File: src/rtl/core/tvcd_pkg.sv
// Shared types and constants of the tile variance contrast detector.
// No dependencies; compiled first and imported by every other file of the block.
`default_nettype none

package tvcd_pkg;

	// field widths
	localparam int LUMA_W   = 8;
	localparam int WSUM_W   = 18;
	localparam int RADIUS_W = 10;
	localparam int SPAN_W   = 5;
	localparam int LIMIT_W  = 16;

	// arithmetic widths
	localparam int SQR_W = 2 * SPAN_W;   // tile_span squared
	localparam int AA_W  = 2 * SQR_W;    // tile_span to the fourth
	localparam int DEV_W = WSUM_W;       // |p*A - S| never exceeds the corner sum range
	localparam int SUM_W = 46;           // deviation sum and bound

	// largest side the span field can express
	localparam int SPAN_SIDE_MAX = 2 ** SPAN_W;
	localparam int MAX_SIDE_DEF  = 32;

	// register reset values
	localparam int SPAN_RST   = 15;
	localparam int RADIUS_RST = 0;
	localparam int LIMIT_RST  = 25;

	// configuration port
	localparam int CFG_IDX_W  = 2;
	localparam int CFG_DATA_W = LIMIT_W;

	localparam logic [CFG_IDX_W-1:0] CFG_TILE_SPAN  = 2'd0;
	localparam logic [CFG_IDX_W-1:0] CFG_MIN_RADIUS = 2'd1;
	localparam logic [CFG_IDX_W-1:0] CFG_VAR_LIMIT  = 2'd2;

	typedef enum logic [2:0] {
		ST_IDLE,
		ST_BND_A2,
		ST_BND_LT,
		ST_BND_MUL,
		ST_PIX_PA,
		ST_PIX_SQ,
		ST_PIX_ACC
	} tvcd_state_t;

endpackage

`default_nettype wire

File: src/rtl/core/tvcd_if.sv
// Valid/ready channel interfaces of the tile variance contrast detector:
// pixel input, result output and register writes. Uses tvcd_pkg widths.
`default_nettype none

interface tvcd_pix_if import tvcd_pkg::*; ();
	logic                valid;
	logic                ready;
	logic [LUMA_W-1:0]   luma;
	logic [WSUM_W-1:0]   window_sum;
	logic [RADIUS_W-1:0] row_radius;

	modport source (output valid, output luma, output window_sum, output row_radius,
		input ready);
	modport sink (input valid, input luma, input window_sum, input row_radius,
		output ready);
endinterface

interface tvcd_res_if import tvcd_pkg::*; ();
	logic valid;
	logic ready;
	logic mark;
	logic skipped;

	modport source (output valid, output mark, output skipped, input ready);
	modport sink (input valid, input mark, input skipped, output ready);
endinterface

interface tvcd_cfg_if import tvcd_pkg::*; ();
	logic                  valid;
	logic                  ready;
	logic [CFG_IDX_W-1:0]  index;
	logic [CFG_DATA_W-1:0] data;

	modport source (output valid, output index, output data, input ready);
	modport sink (input valid, input index, input data, output ready);
endinterface

`default_nettype wire

File: src/rtl/core/tile_variance_contrast_detect.sv
// Tile variance contrast detector: top level, one shared multiplier under a sequencer.
// Depends on tvcd_pkg and the channel interfaces in tvcd_if.sv.
//
// Usage: pixels of one square tile (side tile_span+1, clamped to MAX_SIDE) enter on pix
// in raster order; window_sum and row_radius are sampled with a tile's first pixel only.
// After the tile's last pixel one result leaves on res: skipped when row_radius is below
// min_radius, otherwise mark when sum (p*A - S)^2 exceeds limit*(N-1)*A^2, A = span^2.
// cfg writes a register (0 tile_span, 1 min_radius, 2 variance_limit) and
// is always ready; other indexes are ignored.
//
// Sequence: a pixel passes the transfer, p*A, square and accumulate steps in turn, and
// a tile's first pixel first passes the bound steps A^2, limit*(N-1) and their product,
// as they use the same multiplier. pix.ready is high only between pixels.
// The result is registered by the accumulate step of the last pixel and waits there.
// If res is stalled, the next pixel is still taken; only the accumulate step of a
// following tile end waits until the held result is transferred.
// Reset loads tile_span 15, min_radius 0, variance_limit 25 and starts a new tile.
`default_nettype none

module tile_variance_contrast_detect import tvcd_pkg::*; #(
	parameter int MAX_SIDE = MAX_SIDE_DEF
) (
	input  wire         clk,
	input  wire         arst_n,
	tvcd_pix_if.sink    pix,
	tvcd_res_if.source  res,
	tvcd_cfg_if.sink    cfg
);

	// the span field caps the side as well
	localparam int SIDE_EFF = (MAX_SIDE < SPAN_SIDE_MAX) ? MAX_SIDE : SPAN_SIDE_MAX;
	localparam int SIDE_W   = $clog2(SIDE_EFF + 1);
	localparam int CNT_W    = $clog2(SIDE_EFF * SIDE_EFF + 1);
	localparam int TM1_W    = $clog2(SIDE_EFF * SIDE_EFF);
	localparam int LT_W     = LIMIT_W + TM1_W;
	localparam int MA_W     = (LT_W > DEV_W) ? LT_W : DEV_W;
	localparam int MB_W     = AA_W;
	localparam int PROD_W   = MA_W + MB_W;

	localparam int SIDE_RST  = (SPAN_RST + 1 < SIDE_EFF) ? SPAN_RST + 1 : SIDE_EFF;
	localparam int TOTAL_RST = SIDE_RST * SIDE_RST;
	localparam int SQR_RST   = SPAN_RST * SPAN_RST;

	tvcd_state_t state_q, state_nx;

	// configuration and values derived from tile_span
	logic [SPAN_W-1:0]   span_q;
	logic [RADIUS_W-1:0] min_radius_q;
	logic [LIMIT_W-1:0]  limit_q;
	logic [SQR_W-1:0]    sqr_q;
	logic [CNT_W-1:0]    total_q;

	logic [SPAN_W-1:0]   span_w;
	logic [SPAN_W:0]     side_full;
	logic [SIDE_W-1:0]   side_w;

	// tile state
	logic [CNT_W-1:0]    cnt_q;
	logic [SUM_W-1:0]    sum_q;
	logic [SUM_W-1:0]    bound_q;
	logic [WSUM_W-1:0]   held_q;
	logic                gate_q;
	logic [LUMA_W-1:0]   luma_q;
	logic [AA_W-1:0]     aa_q;
	logic [PROD_W-1:0]   prod_q;

	// result register
	logic                out_valid_q;
	logic                mark_q;
	logic                skipped_q;

	// shared multiplier
	logic [MA_W-1:0]     ma;
	logic [MB_W-1:0]     mb;
	logic [PROD_W-1:0]   mul_p;

	logic [DEV_W-1:0]    pa;
	logic [DEV_W-1:0]    dev;
	logic [TM1_W-1:0]    tm1;
	logic [CNT_W:0]      cnt_inc;
	logic                tile_end;
	logic [SUM_W-1:0]    sum_next;
	logic                pix_xfer;
	logic                out_free;
	logic                acc_go;

	assign pix_xfer = pix.valid && pix.ready;
	assign out_free = !out_valid_q || res.ready;

	// side and count of the tile from a new span
	assign span_w    = cfg.data[SPAN_W-1:0];
	assign side_full = {1'b0, span_w} + (SPAN_W + 1)'(1);
	assign side_w    = (side_full > (SPAN_W + 1)'(SIDE_EFF)) ? SIDE_W'(SIDE_EFF)
		: SIDE_W'(side_full);

	assign pa       = prod_q[DEV_W-1:0];
	assign dev      = (pa >= held_q) ? (pa - held_q) : (held_q - pa);
	assign tm1      = TM1_W'(total_q - CNT_W'(1));
	assign cnt_inc  = {1'b0, cnt_q} + (CNT_W + 1)'(1);
	assign tile_end = cnt_inc >= {1'b0, total_q};
	assign sum_next = sum_q + SUM_W'(prod_q[2*DEV_W-1:0]);

	// operand select for the one multiplier
	always_comb begin
		ma = '0;
		mb = '0;
		unique case (state_q)
			ST_BND_A2: begin
				ma = MA_W'(sqr_q);
				mb = MB_W'(sqr_q);
			end
			ST_BND_LT: begin
				ma = MA_W'(limit_q);
				mb = MB_W'(tm1);
			end
			ST_BND_MUL: begin
				ma = MA_W'(prod_q[LT_W-1:0]);
				mb = aa_q;
			end
			ST_PIX_PA: begin
				ma = MA_W'(luma_q);
				mb = MB_W'(sqr_q);
			end
			ST_PIX_SQ: begin
				ma = MA_W'(dev);
				mb = MB_W'(dev);
			end
			default: begin
				ma = '0;
				mb = '0;
			end
		endcase
	end

	assign mul_p = PROD_W'(ma) * PROD_W'(mb);

	// sequencer outputs
	always_comb begin
		pix.ready = (state_q == ST_IDLE);
		acc_go    = (state_q == ST_PIX_ACC) && (!tile_end || out_free);
	end

	// sequencer next state
	always_comb begin
		state_nx = state_q;
		unique case (state_q)
			ST_IDLE: begin
				if (pix_xfer) begin
					state_nx = (cnt_q == '0) ? ST_BND_A2 : ST_PIX_PA;
				end
			end
			ST_BND_A2:  state_nx = ST_BND_LT;
			ST_BND_LT:  state_nx = ST_BND_MUL;
			ST_BND_MUL: state_nx = ST_PIX_PA;
			ST_PIX_PA:  state_nx = ST_PIX_SQ;
			ST_PIX_SQ:  state_nx = ST_PIX_ACC;
			ST_PIX_ACC: begin
				if (acc_go) begin
					state_nx = ST_IDLE;
				end
			end
			default: state_nx = ST_IDLE;
		endcase
	end

	always_ff @(posedge clk or negedge arst_n) begin
		if (!arst_n) begin
			state_q <= ST_IDLE;
		end else begin
			state_q <= state_nx;
		end
	end

	// register writes
	assign cfg.ready = 1'b1;

	always_ff @(posedge clk or negedge arst_n) begin
		if (!arst_n) begin
			span_q       <= SPAN_W'(SPAN_RST);
			min_radius_q <= RADIUS_W'(RADIUS_RST);
			limit_q      <= LIMIT_W'(LIMIT_RST);
			sqr_q        <= SQR_W'(SQR_RST);
			total_q      <= CNT_W'(TOTAL_RST);
		end else if (cfg.valid && cfg.ready) begin
			unique case (cfg.index)
				CFG_TILE_SPAN: begin
					span_q  <= span_w;
					sqr_q   <= SQR_W'(span_w) * SQR_W'(span_w);
					total_q <= CNT_W'(side_w) * CNT_W'(side_w);
				end
				CFG_MIN_RADIUS: min_radius_q <= cfg.data[RADIUS_W-1:0];
				CFG_VAR_LIMIT:  limit_q <= cfg.data[LIMIT_W-1:0];
				default: ;
			endcase
		end
	end

	// tile count, deviation sum and result valid
	always_ff @(posedge clk or negedge arst_n) begin
		if (!arst_n) begin
			cnt_q       <= '0;
			sum_q       <= '0;
			out_valid_q <= 1'b0;
		end else begin
			if (acc_go && tile_end) begin
				out_valid_q <= 1'b1;
			end else if (res.valid && res.ready) begin
				out_valid_q <= 1'b0;
			end
			if (acc_go) begin
				if (tile_end) begin
					cnt_q <= '0;
					sum_q <= '0;
				end else begin
					cnt_q <= cnt_inc[CNT_W-1:0];
					sum_q <= sum_next;
				end
			end
		end
	end

	// datapath registers
	always_ff @(posedge clk) begin
		if (pix_xfer) begin
			luma_q <= pix.luma;
			if (cnt_q == '0) begin
				held_q <= pix.window_sum;
				gate_q <= pix.row_radius < min_radius_q;
			end
		end
		unique case (state_q)
			ST_BND_A2, ST_PIX_PA, ST_PIX_SQ: prod_q <= mul_p;
			ST_BND_LT: begin
				aa_q   <= prod_q[AA_W-1:0];
				prod_q <= mul_p;
			end
			// a one-pixel tile has no defined mean, so it never marks
			ST_BND_MUL: bound_q <= (span_q == '0) ? '1 : SUM_W'(mul_p);
			default: ;
		endcase
		if (acc_go && tile_end) begin
			mark_q    <= !gate_q && (sum_next > bound_q);
			skipped_q <= gate_q;
		end
	end

	assign res.valid   = out_valid_q;
	assign res.mark    = mark_q;
	assign res.skipped = skipped_q;

	// a result only appears from the accumulate step
	a_res_from_acc: assert property (@(posedge clk) disable iff (!arst_n)
		$rose(out_valid_q) |-> $past(state_q == ST_PIX_ACC))
		else $error("result raised outside the accumulate step");

	// a tile's first pixel always builds the bound first
	a_first_bound: assert property (@(posedge clk) disable iff (!arst_n)
		(pix_xfer && cnt_q == '0) |=> state_q == ST_BND_A2)
		else $error("first pixel skipped the bound sequence");

	// a held result is never overwritten by the next tile end
	a_acc_waits: assert property (@(posedge clk) disable iff (!arst_n)
		(state_q == ST_PIX_ACC && tile_end && res.valid && !res.ready)
		|=> state_q == ST_PIX_ACC)
		else $error("tile end passed a stalled result");

	// mark and skipped exclude each other
	a_mark_skip: assert property (@(posedge clk) disable iff (!arst_n)
		res.valid |-> !(res.mark && res.skipped))
		else $error("mark set on a skipped tile");

endmodule

`default_nettype wire

File: src/flat_wrapper.sv
// flat-port wrapper written by rule: the top's interface ports become plain ports
module tile_variance_contrast_detect_flat import tvcd_pkg::*;
#(
	parameter int MAX_SIDE = MAX_SIDE_DEF
)
  (clk, arst_n, pix_valid, pix_luma, pix_window_sum, pix_row_radius, pix_ready, res_valid, res_mark, res_skipped, res_ready, cfg_valid, cfg_index, cfg_data, cfg_ready);
  tvcd_pix_if pix_i ();
  tvcd_res_if res_i ();
  tvcd_cfg_if cfg_i ();
  input  wire clk;
  input  wire arst_n;
  input wire logic [$bits(pix_i.valid)-1:0] pix_valid;
  input wire logic [$bits(pix_i.luma)-1:0] pix_luma;
  input wire logic [$bits(pix_i.window_sum)-1:0] pix_window_sum;
  input wire logic [$bits(pix_i.row_radius)-1:0] pix_row_radius;
  output wire logic [$bits(pix_i.ready)-1:0] pix_ready;
  output wire logic [$bits(res_i.valid)-1:0] res_valid;
  output wire logic [$bits(res_i.mark)-1:0] res_mark;
  output wire logic [$bits(res_i.skipped)-1:0] res_skipped;
  input wire logic [$bits(res_i.ready)-1:0] res_ready;
  input wire logic [$bits(cfg_i.valid)-1:0] cfg_valid;
  input wire logic [$bits(cfg_i.index)-1:0] cfg_index;
  input wire logic [$bits(cfg_i.data)-1:0] cfg_data;
  output wire logic [$bits(cfg_i.ready)-1:0] cfg_ready;
  assign pix_i.valid = pix_valid;
  assign pix_i.luma = pix_luma;
  assign pix_i.window_sum = pix_window_sum;
  assign pix_i.row_radius = pix_row_radius;
  assign pix_ready = pix_i.ready;
  assign res_valid = res_i.valid;
  assign res_mark = res_i.mark;
  assign res_skipped = res_i.skipped;
  assign res_i.ready = res_ready;
  assign cfg_i.valid = cfg_valid;
  assign cfg_i.index = cfg_index;
  assign cfg_i.data = cfg_data;
  assign cfg_ready = cfg_i.ready;
  tile_variance_contrast_detect #(.MAX_SIDE(MAX_SIDE)) u_core (.clk(clk), .arst_n(arst_n), .pix(pix_i), .res(res_i), .cfg(cfg_i));
endmodule
File: config.mk
export PLATFORM = sky130hd
export DESIGN_NAME = tile_variance_contrast_detect_flat
export DESIGN_NICKNAME = d
export VERILOG_FILES = /design/src/rtl/core/tvcd_pkg.sv /design/src/rtl/core/tvcd_if.sv /design/src/rtl/core/tile_variance_contrast_detect.sv /design/src/flat_wrapper.sv
export SDC_FILE = /design/constraint.sdc
export NUM_CORES = 2
export LEC_CHECK = 0
export BUFFER_PORTS_ARGS = -buffer_cell sky130_fd_sc_hd__buf_4
export CORE_MARGIN = 2
export CORE_UTILIZATION = 50
export DETAILED_ROUTE_END_ITERATION = 7
export HOLD_SLACK_MARGIN = 0.03
export PLACE_DENSITY = 0.73
export SLEW_MARGIN = 30
export SYNTH_ARGS = -nofsm -noshare
export SYNTH_HDL_FRONTEND = slang
export SYNTH_SLANG_ARGS = --single-unit
File: constraint.sdc
create_clock -name clk -period 12.9 [get_ports clk]
set_input_delay 3.87 -clock clk [delete_from_list [all_inputs] [get_ports clk]]
set_output_delay 3.87 -clock clk [all_outputs]
set_load 0.005 [all_outputs]
==> metrics.md <==
| Metric | Value |
|---|---|
| Max-Cap Viols | `0` |
| CP required | `13,200 ps` |
| Ys Warns | `0` |
| Slowest cell on crit path | `a221o_1` |
| Worst min path class | `flop to flop` |
| Largest family of logic cells by synthesized area | `adder cells` |
| Crit Path Category | `flop to flop` |
| Post-CTS Setup Bufs | `0` |
| Worst skew pair latency | `570 ps` |
| Async SR Flop Fraction | `45.64%` |
| Global-route wire length before repair | `153,300 um` |
| Routing usage on met3 | `5.960%` |
| # nets final | `4,437` |
| Vias in the first global route | `26,890` |
| Crit path launch | `u_core.prod_q[0]` |
| Share of layout cells above drive strength 1 | `6.597%` |
| Achievable Freq | `90.50 MHz` |
| Initial Util | `50.63%` |
| CP Data Arrival Time | `11,350 ps` |
| Post-DP HPWL | `74,860 um` |
| Seq/Total Area, Yosys | `20.09%` |
| CP Capture Type | `flop` |
| Xor and xnor fraction of the mapped netlist area | `3.490%` |
| CP peak stage delay | `910 ps` |
| DRC | `0` |
| Iteration-0 DRC count of the detailed router | `2,507` |
| CP startpoint kind | `flop` |
| Adder-Cell Fraction of Synth Area | `38.51%` |
| Final WS setup | `1850 ps` |
| Placed inst area | `34,560 sq um` |
| Final worst-path cycle share | `85.66%` |
| Origin of the critical flop-to-flop path | `u_core.prod_q[0]` |
| Via-to-Cell Ratio | `5.827` |
| Primary FF master, synth | `edfxtp_1` |
| Area grow syn2layout | `6.447%` |
| Antenna violations before repair | `0` |
| I/O Buffers | `62` |
| Netlist Area Pre-Place | `33,340 sq um` |
| Clock tree sinks | `241` |
| Yosys reg bits | `241` |
| Post-route cell area | `35,490 sq um` |
| Crit-path most repeated cell | `fa_1` |
| Hold buffers post-CTS | `0` |
| Compound-gate portion of the synthesized area | `13.06%` |
| Wire per inst | `21.46 um` |
| Register area | `6700 sq um` |
| Clk_skew | `28.09 ps` |
| EDFF count, synth | `131` |
| Fillers | `5,917` |
| Pins Over Slew Limit | `0` |
| GRT Total Usage | `28.29%` |
| GRT Max-Usage Layer | `met2` |
| FF-to-FF setup slack | `1850 ps` |
| Drt first pass iters | `5` |
| Worst slew pin tran | `1027 ps` |
| Yosys cell types | `85` |
| RSZ-0062 raised after global routing | `no` |
| RR Endpoint | `u_core.bound_q[44]` |
| Critical Path Sink | `u_core.bound_q[44]` |
| # rows | `94` |
| IO Count | `64` |
| Crit path buf inv count | `7` |
| Crit Path Max Fanout | `18` |
| Average cell area after synthesis | `9.140 sq um` |
| Setup TNS | `0 ps` |
| CORE AREA | `65,860 sq um` |
| H-tree level count | `1` |
| Dpl ws | `1965 ps` |
| Die Area | `68,770 sq um` |
| Largest net degree at the start of global routing | `60` |
| Die Y | `262.2 um` |
| Syn Inst Count | `3,648` |
| Multiplexer share of the synthesized area | `1.557%` |
| R2R depth | `34` |
| Number of buffers created by CTS | `27` |
| Critical Path Stages | `34` |
| CTS tree | `built` |
| ANT cells | `0` |
| Post-CTS Resized | `0` |
| Family with the most delay on the worst path | `adder cells` |
| Root Driver | `clkbuf_16` |
| Status | `complete, no violations` |
| Met1 Use GR | `40.04%` |
| Count of final hold-check violations | `0` |
| Slew Limit Headroom | `31.51%` |
| GPL Wtd Cong | `0.9616` |
| Clk pin slew, worst setup/hold paths | `60 ps` |
| Multi-input gate area | `23,620 sq um` |
| Hold Slack | `473.9 ps` |
| Die W | `262.2 um` |
| Setup violators final | `0` |
| Met2 usage | `43.40%` |
| Final WL | `96,600 um` |
| ANT nets after route | `0` |
| Period minus WS final | `11,050 ps` |
| Total number of vias | `26,230` |
| Clk buf depth | `3` |
| Total grt overflow | `0` |
| Post-synthesis simple-gate area fraction | `14.06%` |
==> flip-flops by register name (all words and copies together), names as in the netlist, 3 cells and up <==
signal / flops
u_core.aa_q: 20
u_core.bound_q: 46
u_core.cnt_q: 11
u_core.held_q: 18
u_core.limit_q: 16
u_core.luma_q: 8
u_core.min_radius_q: 10
u_core.prod_q: 36
u_core.span_q: 4
u_core.sqr_q: 9
u_core.state_q: 3
u_core.sum_q: 46
u_core.total_q: 10
==> area by class of cell <==
type,instances,area share [%]
clock inverters,17,0.5253
multi-input cells,2612,66.55
clock buffers,33,2.083
well taps,864,3.046
repair buffers,107,2.274
flip-flops and latches,241,18.88
inverters,628,6.642
==> worst min path at each step <==
stage                          start            endpoint  depth (start not counted)
CTS                 u_core.span_q[1]    u_core.span_q[1]                          2
finish              u_core.span_q[3]    u_core.span_q[3]                          2
detailed placement  u_core.span_q[1]    u_core.span_q[1]                          2
global route        u_core.span_q[1]    u_core.span_q[1]                          2
floorplan              u_core.gate_q  u_core.res.skipped                          0
global placement    u_core.span_q[1]    u_core.span_q[1]                          2
==> cells in the mapped netlist, types with 23 or more instances <==
master    count  area (sq um)
clkbuf_1    126         473.0
fa_1        442          8848
nand3_1      35         175.2
xor2_1       46         402.9
xnor2_1      85         744.5
nand2b_1     30         187.7
and2_1      110         688.2
o21ai_0     109         545.5
buf_2        27         135.1
nor2b_1      33         206.5
a21o_1      126         945.9
and3_1       37         231.5
nand2_1     502          1884
a22o_1       54         473.0
o21bai_1     27         202.7
inv_1       627          2354
nor2_1      186         698.2
edfxtp_1    131          3934
mux2_2       31         349.1
dfrtp_1      99          2477
ha_1        319          3991
a21oi_1     154         770.7
nand4_1      30         187.7
nor3_1       23         115.1
==> per-stage QoR <==
step                      util [%]  instances
final                        53.89       4502
after global routing         53.89       4502
after CTS                    53.88       4502
after detailed placement     52.48       4452
after global placement       52.45       4451
after floorplan                  -       3650
==> worst reg2reg max path, delay by kind of cell (launching register included) <==
family	cells	cell delay, ps
compound gates	8	3240
xor+xnor	1	410
fa+ha+maj	10	4510
buf+inv	7	390
flops	1	460
mux	2	670
simple gates	6	1100
==> cell usage in the layout (no fill, tap or decap), types with 17 or more instances in the layout <==
master,Yosys,layout
nand2b_1,30,30
nand3_1,35,34
nor2b_1,33,33
buf_4,3,106
nor3_1,23,21
a22o_1,54,53
mux2_2,31,31
a21oi_1,154,154
xnor2_1,85,84
and2_1,110,108
mux2i_1,17,17
xor2_1,46,46
fa_1,442,442
ha_1,319,319
dfrtp_1,99,99
o21ai_0,109,107
clkbuf_16,0,28
edfxtp_1,131,131
a211oi_1,17,17
nand4_1,30,30
and3_1,37,37
a21o_1,126,126
o21bai_1,27,27
nand2_1,502,501
inv_1,627,627
nor2_1,186,184
a31oi_1,19,19
==> routing by layer <==
metal,part of all wire [%],routed length [um]
met1,43,41360
met2,43,41930
met3,10,9950
met4,3.5,3360
met5,0,0
==> logic make-up after synthesis <==
| kind of cell | Yosys count |
|---|---|
| simple gates | 1029 |
| buf+inv | 797 |
| fa+ha+maj | 761 |
| compound gates | 638 |
| flops | 241 |
| xor+xnor | 132 |
| mux | 48 |
| other cells | 2 |
Power is left out: the tool's default activity adds up to more than one toggle a clock period on the data nets, which glitch-free logic cannot reach.
